### config.mk
export PLATFORM = sky130hd
export DESIGN_NAME = utf8_to_utf16_transcoder
export DESIGN_NICKNAME = d
export VERILOG_FILES = /design/src/u8u16_pkg.sv /design/src/utf8_to_utf16_transcoder.sv /design/src/u8u16_decode.sv
export SDC_FILE = /design/constraint.sdc
export NUM_CORES = 1
export LEC_CHECK = 0
export ABC_AREA = 1
export BUFFER_PORTS_ARGS = -buffer_cell sky130_fd_sc_hd__buf_4
export CORE_UTILIZATION = 50
export DETAILED_ROUTE_END_ITERATION = 16
export PLACE_DENSITY = 0.72
export SYNTH_ARGS = -nofsm -noshare
export SYNTH_HDL_FRONTEND = slang
export SYNTH_SLANG_ARGS = --single-unit
### constraint.sdc
create_clock -name i_clk -period 10.1 [get_ports i_clk]
set_input_delay 0.505 -clock i_clk [delete_from_list [all_inputs] [get_ports i_clk]]
set_output_delay 0.505 -clock i_clk [all_outputs]
set_load 0.02 [all_outputs]
### src/u8u16_pkg.sv
`default_nettype none

package u8u16_pkg;

    // unit counter width and the width used to compare it with the capacity
    localparam int COUNT_WIDTH = 16;
    localparam int CMP_W       = ((COUNT_WIDTH > 16) ? COUNT_WIDTH : 16) + 1;
    localparam int TOTAL_W     = 16;

    // result queue depth
    localparam int QDEPTH = 4;
    localparam int QCNT_W = $clog2(QDEPTH + 1);

    // configuration register indexes
    localparam logic CFG_CAPACITY = 1'b0;
    localparam logic CFG_ENABLE   = 1'b1;

    // input kinds
    localparam logic KIND_BYTE = 1'b0;
    localparam logic KIND_END  = 1'b1;

    // utf-8 lead and boundary bytes
    localparam logic [7:0] ASCII_MAX  = 8'h7f;
    localparam logic [7:0] LEAD2_MIN  = 8'hc2;
    localparam logic [7:0] LEAD2_MAX  = 8'hdf;
    localparam logic [7:0] LEAD3_MIN  = 8'he0;
    localparam logic [7:0] LEAD3_MAX  = 8'hef;
    localparam logic [7:0] LEAD4_MIN  = 8'hf0;
    localparam logic [7:0] LEAD4_MAX  = 8'hf4;
    localparam logic [7:0] LEAD_E0    = 8'he0;
    localparam logic [7:0] LEAD_ED    = 8'hed;
    localparam logic [7:0] LEAD_F0    = 8'hf0;
    localparam logic [7:0] LEAD_F4    = 8'hf4;
    localparam logic [7:0] CONT_A0    = 8'ha0;
    localparam logic [7:0] CONT_90    = 8'h90;

    // scalar limits and surrogate bases
    localparam logic [20:0] SCALAR_MAX = 21'h10ffff;
    localparam logic [20:0] BMP_MAX    = 21'h00ffff;
    localparam logic [20:0] SUPP_BASE  = 21'h010000;
    localparam logic [20:0] SURR_LO    = 21'h00d800;
    localparam logic [20:0] SURR_HI    = 21'h00dfff;
    localparam logic [15:0] HIGH_SURR  = 16'hd800;
    localparam logic [15:0] LOW_SURR   = 16'hdc00;

    typedef enum logic [1:0] {
        ST_UNIT     = 2'd0,
        ST_DONE     = 2'd1,
        ST_INVALID  = 2'd2,
        ST_TOOSMALL = 2'd3
    } t_status;

    typedef struct packed {
        logic [15:0] code_unit;
        logic [20:0] scalar;
        logic [2:0]  seq_bytes;
        t_status     status;
        logic [15:0] unit_total;
        logic        last;
    } t_item;

    // results caused by one input item
    typedef struct packed {
        logic [1:0] cnt;
        t_item      item0;
        t_item      item1;
    } t_res_pair;

    // unit count as shown on the result, saturated at 16 bits
    function automatic logic [TOTAL_W-1:0] shown_total(input logic [COUNT_WIDTH-1:0] c);
        logic [CMP_W-1:0] ext;
        ext = CMP_W'(c);
        if (ext > CMP_W'(17'h0ffff)) begin
            shown_total = 16'hffff;
        end else begin
            shown_total = ext[TOTAL_W-1:0];
        end
    endfunction

endpackage

`default_nettype wire

### src/utf8_to_utf16_transcoder.sv
// channel   | direction | handshake               | payload
// ----------+-----------+-------------------------+----------------------------------------
// input     | in        | i_valid / o_stall       | i_kind, i_in_byte
// result    | out       | o_valid / i_stall       | o_code_unit, o_scalar, o_seq_bytes,
//           |           |                         | o_status, o_unit_total, o_last
// config    | in        | i_cfg_valid/o_cfg_ready | i_cfg_index, i_cfg_data
//
// one byte per cycle while o_stall is low: decode and counting finish in the cycle the
// item is taken, and its results land in a four-entry result queue, visible the next cycle
// a four-byte scalar outside the bmp yields two results over four input items, and the
// queue drains one per cycle while i_stall is low, so it never holds back input on its own
// o_stall rises when fewer than two queue entries are free, which only i_stall causes
// synchronous active-low reset empties the queue; capacity 65535, transcoding on
`default_nettype none

module utf8_to_utf16_transcoder (
    input  wire         i_clk,
    input  wire         i_rst_n,
    // input items
    input  wire         i_valid,
    output logic        o_stall,
    input  wire         i_kind,
    input  wire  [7:0]  i_in_byte,
    // result items
    output logic        o_valid,
    input  wire         i_stall,
    output logic [15:0] o_code_unit,
    output logic [20:0] o_scalar,
    output logic [2:0]  o_seq_bytes,
    output logic [1:0]  o_status,
    output logic [15:0] o_unit_total,
    output logic        o_last,
    // configuration writes
    input  wire         i_cfg_valid,
    output logic        o_cfg_ready,
    input  wire         i_cfg_index,
    input  wire  [15:0] i_cfg_data
);

    localparam int QD = u8u16_pkg::QDEPTH;
    localparam int QW = u8u16_pkg::QCNT_W;

    // configuration registers
    logic [15:0] r_capacity;
    logic        r_enable;

    // result queue, entry 0 is the head
    u8u16_pkg::t_item r_q [QD];
    u8u16_pkg::t_item n_q [QD];
    logic [QW-1:0]    r_count, n_count;

    u8u16_pkg::t_res_pair res;
    logic                 take;
    logic                 pop;

    assign o_cfg_ready = 1'b1;

    always_ff @(posedge i_clk) begin
        if (!i_rst_n) begin
            r_capacity <= 16'hffff;
            r_enable   <= 1'b1;
        end else if (i_cfg_valid && o_cfg_ready) begin
            case (i_cfg_index)
                u8u16_pkg::CFG_CAPACITY: r_capacity <= i_cfg_data;
                u8u16_pkg::CFG_ENABLE:   r_enable   <= i_cfg_data[0];
                default:                 r_enable   <= r_enable;
            endcase
        end
    end

    // stall depends only on the registered fill level
    assign o_stall = (r_count > QW'(QD - 2));
    assign take    = i_valid && !o_stall;
    assign o_valid = (r_count != '0);
    assign pop     = o_valid && !i_stall;

    // byte decode, validation and unit counting
    u8u16_decode u_decode (
        .i_clk      (i_clk),
        .i_rst_n    (i_rst_n),
        .i_take     (take),
        .i_kind     (i_kind),
        .i_in_byte  (i_in_byte),
        .i_capacity (r_capacity),
        .i_enable   (r_enable),
        .o_res      (res)
    );

    // shift on pop, then place new results right after the remaining entries
    always_comb begin
        logic [QW-1:0] base;
        logic [1:0]    push_n;
        base   = r_count - (pop ? QW'(1) : QW'(0));
        push_n = take ? res.cnt : 2'd0;
        for (int i = 0; i < QD; i++) begin
            if (pop && i < QD - 1) begin
                n_q[i] = r_q[i + 1];
            end else begin
                n_q[i] = r_q[i];
            end
            if (push_n != 2'd0 && QW'(i) == base) begin
                n_q[i] = res.item0;
            end
            if (push_n == 2'd2 && QW'(i) == base + QW'(1)) begin
                n_q[i] = res.item1;
            end
        end
        n_count = base + QW'(push_n);
    end

    always_ff @(posedge i_clk) begin
        if (!i_rst_n) begin
            r_count <= '0;
        end else begin
            r_count <= n_count;
        end
    end

    always_ff @(posedge i_clk) begin
        for (int i = 0; i < QD; i++) begin
            r_q[i] <= n_q[i];
        end
    end

    assign o_code_unit  = r_q[0].code_unit;
    assign o_scalar     = r_q[0].scalar;
    assign o_seq_bytes  = r_q[0].seq_bytes;
    assign o_status     = r_q[0].status;
    assign o_unit_total = r_q[0].unit_total;
    assign o_last       = r_q[0].last;

`ifndef SYNTH
    // queue never overfills
    a_q_bound: assert property (@(posedge i_clk) disable iff (!i_rst_n)
        r_count <= QW'(QD))
        else $error("result queue overfilled");

    // status items always close out their input item
    a_status_last: assert property (@(posedge i_clk) disable iff (!i_rst_n)
        (o_valid && o_status != u8u16_pkg::ST_UNIT) |-> o_last)
        else $error("status item without last");

    // first half of a pair is a high surrogate, followed by a low surrogate
    a_pair: assert property (@(posedge i_clk) disable iff (!i_rst_n)
        (o_valid && !o_last) |-> (o_code_unit[15:10] == 6'b110110 &&
            r_count >= QW'(2) && r_q[1].code_unit[15:10] == 6'b110111))
        else $error("broken surrogate pair");
`endif

endmodule

`default_nettype wire

### src/u8u16_decode.sv
`default_nettype none

module u8u16_decode (
    input  wire                i_clk,
    input  wire                i_rst_n,
    input  wire                i_take,
    input  wire                i_kind,
    input  wire [7:0]          i_in_byte,
    input  wire [15:0]         i_capacity,
    input  wire                i_enable,
    output u8u16_pkg::t_res_pair o_res
);

    localparam int CW = u8u16_pkg::COUNT_WIDTH;
    localparam int MW = u8u16_pkg::CMP_W;

    logic [20:0]   r_accum, n_accum;
    logic [1:0]    r_left,  n_left;
    logic [7:0]    r_lead,  n_lead;
    logic [2:0]    r_len,   n_len;
    logic [CW-1:0] r_count, n_count;
    logic          r_failed, n_failed;
    logic          r_dropped, n_dropped;

    always_ff @(posedge i_clk) begin
        if (!i_rst_n) begin
            r_accum   <= '0;
            r_left    <= '0;
            r_lead    <= '0;
            r_len     <= '0;
            r_count   <= '0;
            r_failed  <= 1'b0;
            r_dropped <= 1'b0;
        end else begin
            r_accum   <= n_accum;
            r_left    <= n_left;
            r_lead    <= n_lead;
            r_len     <= n_len;
            r_count   <= n_count;
            r_failed  <= n_failed;
            r_dropped <= n_dropped;
        end
    end

    always_comb begin
        logic        fin_go;
        logic [20:0] fin_sc;
        logic [2:0]  fin_n;
        logic        err;
        logic        first;
        logic [20:0] acc_new;
        logic [20:0] adj;
        logic        two;
        logic [CW:0] sum1, sum2;
        logic [CW-1:0] c1, c2;
        logic        fits;
        u8u16_pkg::t_status st;

        n_accum   = r_accum;
        n_left    = r_left;
        n_lead    = r_lead;
        n_len     = r_len;
        n_count   = r_count;
        n_failed  = r_failed;
        n_dropped = r_dropped;
        o_res     = '0;
        fin_go    = 1'b0;
        fin_sc    = '0;
        fin_n     = '0;
        err       = 1'b0;
        first     = ((r_len - {1'b0, r_left}) == 3'd1);
        acc_new   = {r_accum[14:0], i_in_byte[5:0]};
        adj       = '0;
        two       = 1'b0;
        sum1      = '0;
        sum2      = '0;
        c1        = '0;
        c2        = '0;
        fits      = 1'b0;
        st        = u8u16_pkg::ST_DONE;

        if (i_take) begin
            if (i_kind == u8u16_pkg::KIND_END) begin
                if (!r_failed) begin
                    if (r_left != 2'd0) begin
                        st = u8u16_pkg::ST_INVALID;
                    end else if (r_dropped && i_enable) begin
                        st = u8u16_pkg::ST_TOOSMALL;
                    end else begin
                        st = u8u16_pkg::ST_DONE;
                    end
                    o_res.cnt              = 2'd1;
                    o_res.item0.status     = st;
                    o_res.item0.unit_total = u8u16_pkg::shown_total(r_count);
                    o_res.item0.last       = 1'b1;
                end
                // end of text rearms the block
                n_accum   = '0;
                n_left    = '0;
                n_lead    = '0;
                n_len     = '0;
                n_count   = '0;
                n_failed  = 1'b0;
                n_dropped = 1'b0;
            end else if (!r_failed) begin
                if (r_left == 2'd0) begin
                    if (i_in_byte <= u8u16_pkg::ASCII_MAX) begin
                        fin_go = 1'b1;
                        fin_sc = {13'd0, i_in_byte};
                        fin_n  = 3'd1;
                    end else if (i_in_byte inside {[u8u16_pkg::LEAD2_MIN:u8u16_pkg::LEAD2_MAX]})
                    begin
                        n_len   = 3'd2;
                        n_left  = 2'd1;
                        n_accum = {16'd0, i_in_byte[4:0]};
                        n_lead  = i_in_byte;
                    end else if (i_in_byte inside {[u8u16_pkg::LEAD3_MIN:u8u16_pkg::LEAD3_MAX]})
                    begin
                        n_len   = 3'd3;
                        n_left  = 2'd2;
                        n_accum = {17'd0, i_in_byte[3:0]};
                        n_lead  = i_in_byte;
                    end else if (i_in_byte inside {[u8u16_pkg::LEAD4_MIN:u8u16_pkg::LEAD4_MAX]})
                    begin
                        n_len   = 3'd4;
                        n_left  = 2'd3;
                        n_accum = {18'd0, i_in_byte[2:0]};
                        n_lead  = i_in_byte;
                    end else begin
                        err = 1'b1;
                    end
                end else begin
                    if (i_in_byte[7:6] != 2'b10) begin
                        err = 1'b1;
                    end else if (first &&
                        ((r_lead == u8u16_pkg::LEAD_E0 && i_in_byte <  u8u16_pkg::CONT_A0) ||
                         (r_lead == u8u16_pkg::LEAD_ED && i_in_byte >= u8u16_pkg::CONT_A0) ||
                         (r_lead == u8u16_pkg::LEAD_F0 && i_in_byte <  u8u16_pkg::CONT_90) ||
                         (r_lead == u8u16_pkg::LEAD_F4 && i_in_byte >= u8u16_pkg::CONT_90)))
                    begin
                        err = 1'b1;
                    end else begin
                        n_accum = acc_new;
                        n_left  = r_left - 2'd1;
                        if (r_left == 2'd1) begin
                            fin_go = 1'b1;
                            fin_sc = acc_new;
                            fin_n  = r_len;
                        end
                    end
                end
            end
        end

        if (fin_go) begin
            n_left  = '0;
            n_len   = '0;
            n_accum = '0;
            if (fin_sc > u8u16_pkg::SCALAR_MAX ||
                (fin_sc >= u8u16_pkg::SURR_LO && fin_sc <= u8u16_pkg::SURR_HI)) begin
                err = 1'b1;
            end else begin
                two  = (fin_sc > u8u16_pkg::BMP_MAX);
                sum1 = {1'b0, r_count} + (CW+1)'(1);
                sum2 = {1'b0, r_count} + (two ? (CW+1)'(2) : (CW+1)'(1));
                c1   = sum1[CW] ? {CW{1'b1}} : sum1[CW-1:0];
                c2   = sum2[CW] ? {CW{1'b1}} : sum2[CW-1:0];
                fits = (MW'(sum2) <= MW'(i_capacity));
                n_count = c2;
                if (!fits) begin
                    n_dropped = 1'b1;
                end
                if (i_enable && fits) begin
                    o_res.item0.scalar    = fin_sc;
                    o_res.item0.seq_bytes = fin_n;
                    o_res.item0.status    = u8u16_pkg::ST_UNIT;
                    o_res.item0.unit_total = u8u16_pkg::shown_total(c1);
                    if (!two) begin
                        o_res.cnt             = 2'd1;
                        o_res.item0.code_unit = fin_sc[15:0];
                        o_res.item0.last      = 1'b1;
                    end else begin
                        adj = fin_sc - u8u16_pkg::SUPP_BASE;
                        o_res.cnt              = 2'd2;
                        o_res.item0.code_unit  = u8u16_pkg::HIGH_SURR | {6'd0, adj[19:10]};
                        o_res.item0.last       = 1'b0;
                        o_res.item1.code_unit  = u8u16_pkg::LOW_SURR | {6'd0, adj[9:0]};
                        o_res.item1.scalar     = fin_sc;
                        o_res.item1.seq_bytes  = fin_n;
                        o_res.item1.status     = u8u16_pkg::ST_UNIT;
                        o_res.item1.unit_total = u8u16_pkg::shown_total(c2);
                        o_res.item1.last       = 1'b1;
                    end
                end
            end
        end

        if (err) begin
            n_failed = 1'b1;
            n_left   = '0;
            n_len    = '0;
            n_accum  = '0;
            o_res    = '0;
            o_res.cnt              = 2'd1;
            o_res.item0.status     = u8u16_pkg::ST_INVALID;
            o_res.item0.unit_total = u8u16_pkg::shown_total(r_count);
            o_res.item0.last       = 1'b1;
        end
    end

endmodule

`default_nettype wire

==> results.cfg <==
[global_route]
grt_pass1_vias = 15578
grt_max_degree = 74
grt_pass1_wl_mm = 88.2
grtUsageTotal = 0.294
grt-ovfl-total = 0
antenna_found_initial = 1

[sta]
rsz0062_at_grt = false
relSlewSlack = 0.339
fin_crit_sh = 0.846
finalSetupTns_ns = 0
fin_skew_ns = 0.0235
finalSetupViolCount = 0
hold_viol = 0
min_period_ns = 8.54
max_freq_mhz = 117
finalWorstSetupSlack_ns = 1.56
slew_viol_final = 0
worst_pin_slew_ns = 0.989

[floorplan]
core_sq_mm = 0.0366
start_util = 0.509
row_count = 70
ios = 93
die_w_microns = 195
dieArea_sq_mm = 0.0380
chipHeight_microns = 195

[setup_path]
r2r-start = u_decode.r_left[1]
end_kind = flop
worstRegToRegCells = 40
crit_path_max_incr_delay_ns = 0.58
ff2ff_setup_slack_ns = 1.56
critPathMaxFanout = 59
crit_arrival_ns = 8.77
cp_top_family = simple AND/OR/NAND/NOR gates
path_buf_inv = 7
path_class = reg -> reg
worstReg2RegEnd = r_q[2][10]
critPathRequiredTime_ns = 10.32
start_kind = flop
cp_common_cell = nor2_1
critPathSlowestCell = nor2_1

[layout]
num_antenna_cells = 0
drive_gt1_frac = 0.0980
final_cell_mix = 734 x nand2_1, 450 x nand3_1, 298 x inv_1
fin_nets = 2594
final_core_util = 0.563
synthToLayoutAreaGrowth_pct = 10.7
final_common_cell = nand2_1

[yosys]
synth_seq_area_share = 0.445
synth_nets = 2580
yosysTopAreaCellShare = 0.361
async_flop_share = 0
yosys.area.top_type = edfxtp_1
synth_cells = 2520
ys_ff_latch = 302
synthTopCellsByArea = edfxtp_1 36%, nand2_1 15%, nand3_1 12%
ys.flop_type = edfxtp_1
avgSynthCellArea_sq_um = 7.39
synth_area_sq_mm = 0.0186
ys_warn_count = 0
synth_edf_count = 224
synth.distinct_cells = 48

[detailed_routing]
drcViolationCount = 0
wl_per_cell_microns = 18.4
antenna_left = 0
drt_iter0_markers = 2237
drt-pass1-iter-count = 5
avgViaCountPerCell = 5.71
wl_mm = 55.7
vias = 17282

[clock_tree]
postCtsHoldBufs = 0
tritoncts = yes
clk_latency_ns = 0.56
cts_buffer_depth = 3
cts_max_level = 2
clock_sink_count = 302
cts_root_buf = clkbuf_16
clk_pin_slew_ns = 0.06
cts_setup_buffers = 0
cts_resized = 0
cts_inserted_buffers = 35

[pwr]
p_sw_frac = 0.422
ir_drop_mv = 0.225
p_leak_nw = 9.58
p_sw_w = 0.00258
p_total_w = 0.00612
power_density_mw_per_mm2 = 297
internal_power_w = 0.00354
p_clk_frac = 0.209
pwr-share-comb = 0.440
power_frac_seq = 0.351

[run]
maxCapViolCount = 0

[place]
routabilityCongestion = 0.959
place_hpwl_mm = 39.5
place_ws_ns = 1.56
numPortBuffers = 91

[hold_path]
min_path_type = in -> reg
min_from = i_cfg_data[1]
hold_depth = 3
holdPathEnd = r_capacity[1]

[outcome]
status = completed
-- how the worst max path moves through the flow --
stage	endpoint	startpoint	depth (start not counted)	slack [ns]
2_1_floorplan	r_q[2][0]	u_decode.r_len[0]	39	2.33
3_3_place_gp	r_q[2][9]	i_kind	40	1.63
3_5_place_dp	r_q[2][9]	i_kind	40	1.56
4_1_cts	r_q[2][10]	u_decode.r_left[1]	40	1.61
5_1_grt	r_q[2][7]	u_decode.r_left[1]	41	0.68
6_report	r_q[2][10]	u_decode.r_left[1]	40	1.56
-- Yosys cell counts, types with 2 or more instances --
| cell | number |
|---|---|
| a211oi_1 | 8 |
| a21oi_1 | 41 |
| buf_1 | 6 |
| buf_2 | 56 |
| buf_4 | 16 |
| buf_6 | 5 |
| clkbuf_1 | 61 |
| clkinv_1 | 3 |
| dfxtp_1 | 78 |
| edfxtp_1 | 224 |
| fa_1 | 3 |
| ha_1 | 26 |
| inv_1 | 298 |
| inv_2 | 14 |
| nand2_1 | 736 |
| nand2_2 | 10 |
| nand2_4 | 2 |
| nand3_1 | 453 |
| nand3_2 | 6 |
| nand3_4 | 5 |
| nand3b_1 | 24 |
| nand4_1 | 42 |
| nand4_4 | 2 |
| nor2_1 | 210 |
| nor2_2 | 9 |
| nor2_4 | 5 |
| nor2_8 | 2 |
| nor3_1 | 18 |
| nor3_2 | 3 |
| nor4_1 | 2 |
| o2111ai_1 | 2 |
| o211ai_1 | 30 |
| o21ai_0 | 73 |
| o21ai_1 | 9 |
| o22ai_1 | 2 |
| or2_2 | 5 |
| xnor2_1 | 2 |
| xor2_1 | 19 |
-- cells by family (layout without fill, tap and decap cells) --
logic type	count (synthesis)	in the layout	synth area share
AND/OR/NAND/NOR	1537	1537	0.370
flip-flops	302	302	0.445
buffers and inverters	460	500	0.102
adder cells (fa/ha/maj)	29	29	0.0207
AO/OA/AOI/OAI	170	170	0.0527
XOR/XNOR	21	21	0.00987
other	1	1	0.000201
-- worst reg2reg max path: cells and delay by family, from the launching register on --
kind | cells | cell delay [ns]
buffers and inverters | 7 | 2.04
xor gates and xnor gates | 1 | 0.16
AOI/OAI and AO/OA | 3 | 0.53
and+or+nand+nor | 27 | 4.24
adders and majority gates | 2 | 0.78
DFF | 1 | 0.43
-- per-layer routing --
metal,wire [microns],track usage
met1,24900,0.439
met2,22800,0.419
met3,6520,0.0722
met4,1430,0.0849
met5,13,0
-- final cells by class --
class                   count  area (sq um)
clock inverters            12           123
multi-input cells        1758          8500
repair buffers            121           908
fillers                  3386         16000
flip-flops and latches    302          8290
inverters                 316          1190
well taps                 468           586
clock buffers              51          1030
-- per-stage QoR --
step	hold slack [ns]	instance area [sq um]	instances
finish	0.179	20600	3028
global route	0.174	20600	3028
floorplan	0.419	18600	2520
CTS	0.159	20600	3028
global placement	0.429	19500	2965
detailed placement	0.432	19500	2965
-- sequential cells by signal, indices dropped and copies added (netlist names), 2 cells and up --
name and flops:
u_decode.r_left 2, r_count 3, r_capacity 16, u_decode.r_accum 15
u_decode.r_count 16, u_decode.r_len 3, u_decode.r_lead 8, r_q 236
-- power by group through the flow --
stage	clock network [W]	logic [W]	registers [W]
2_1_floorplan	0	0.00171	0.00232
3_3_place_gp	0	0.00258	0.00216
3_5_place_dp	0	0.00264	0.00217
4_1_cts	0.00130	0.00265	0.00215
5_1_grt	0.00134	0.00297	0.00219
6_report	0.00128	0.00269	0.00215
Note: power is estimated with default switching activity, not from simulation.
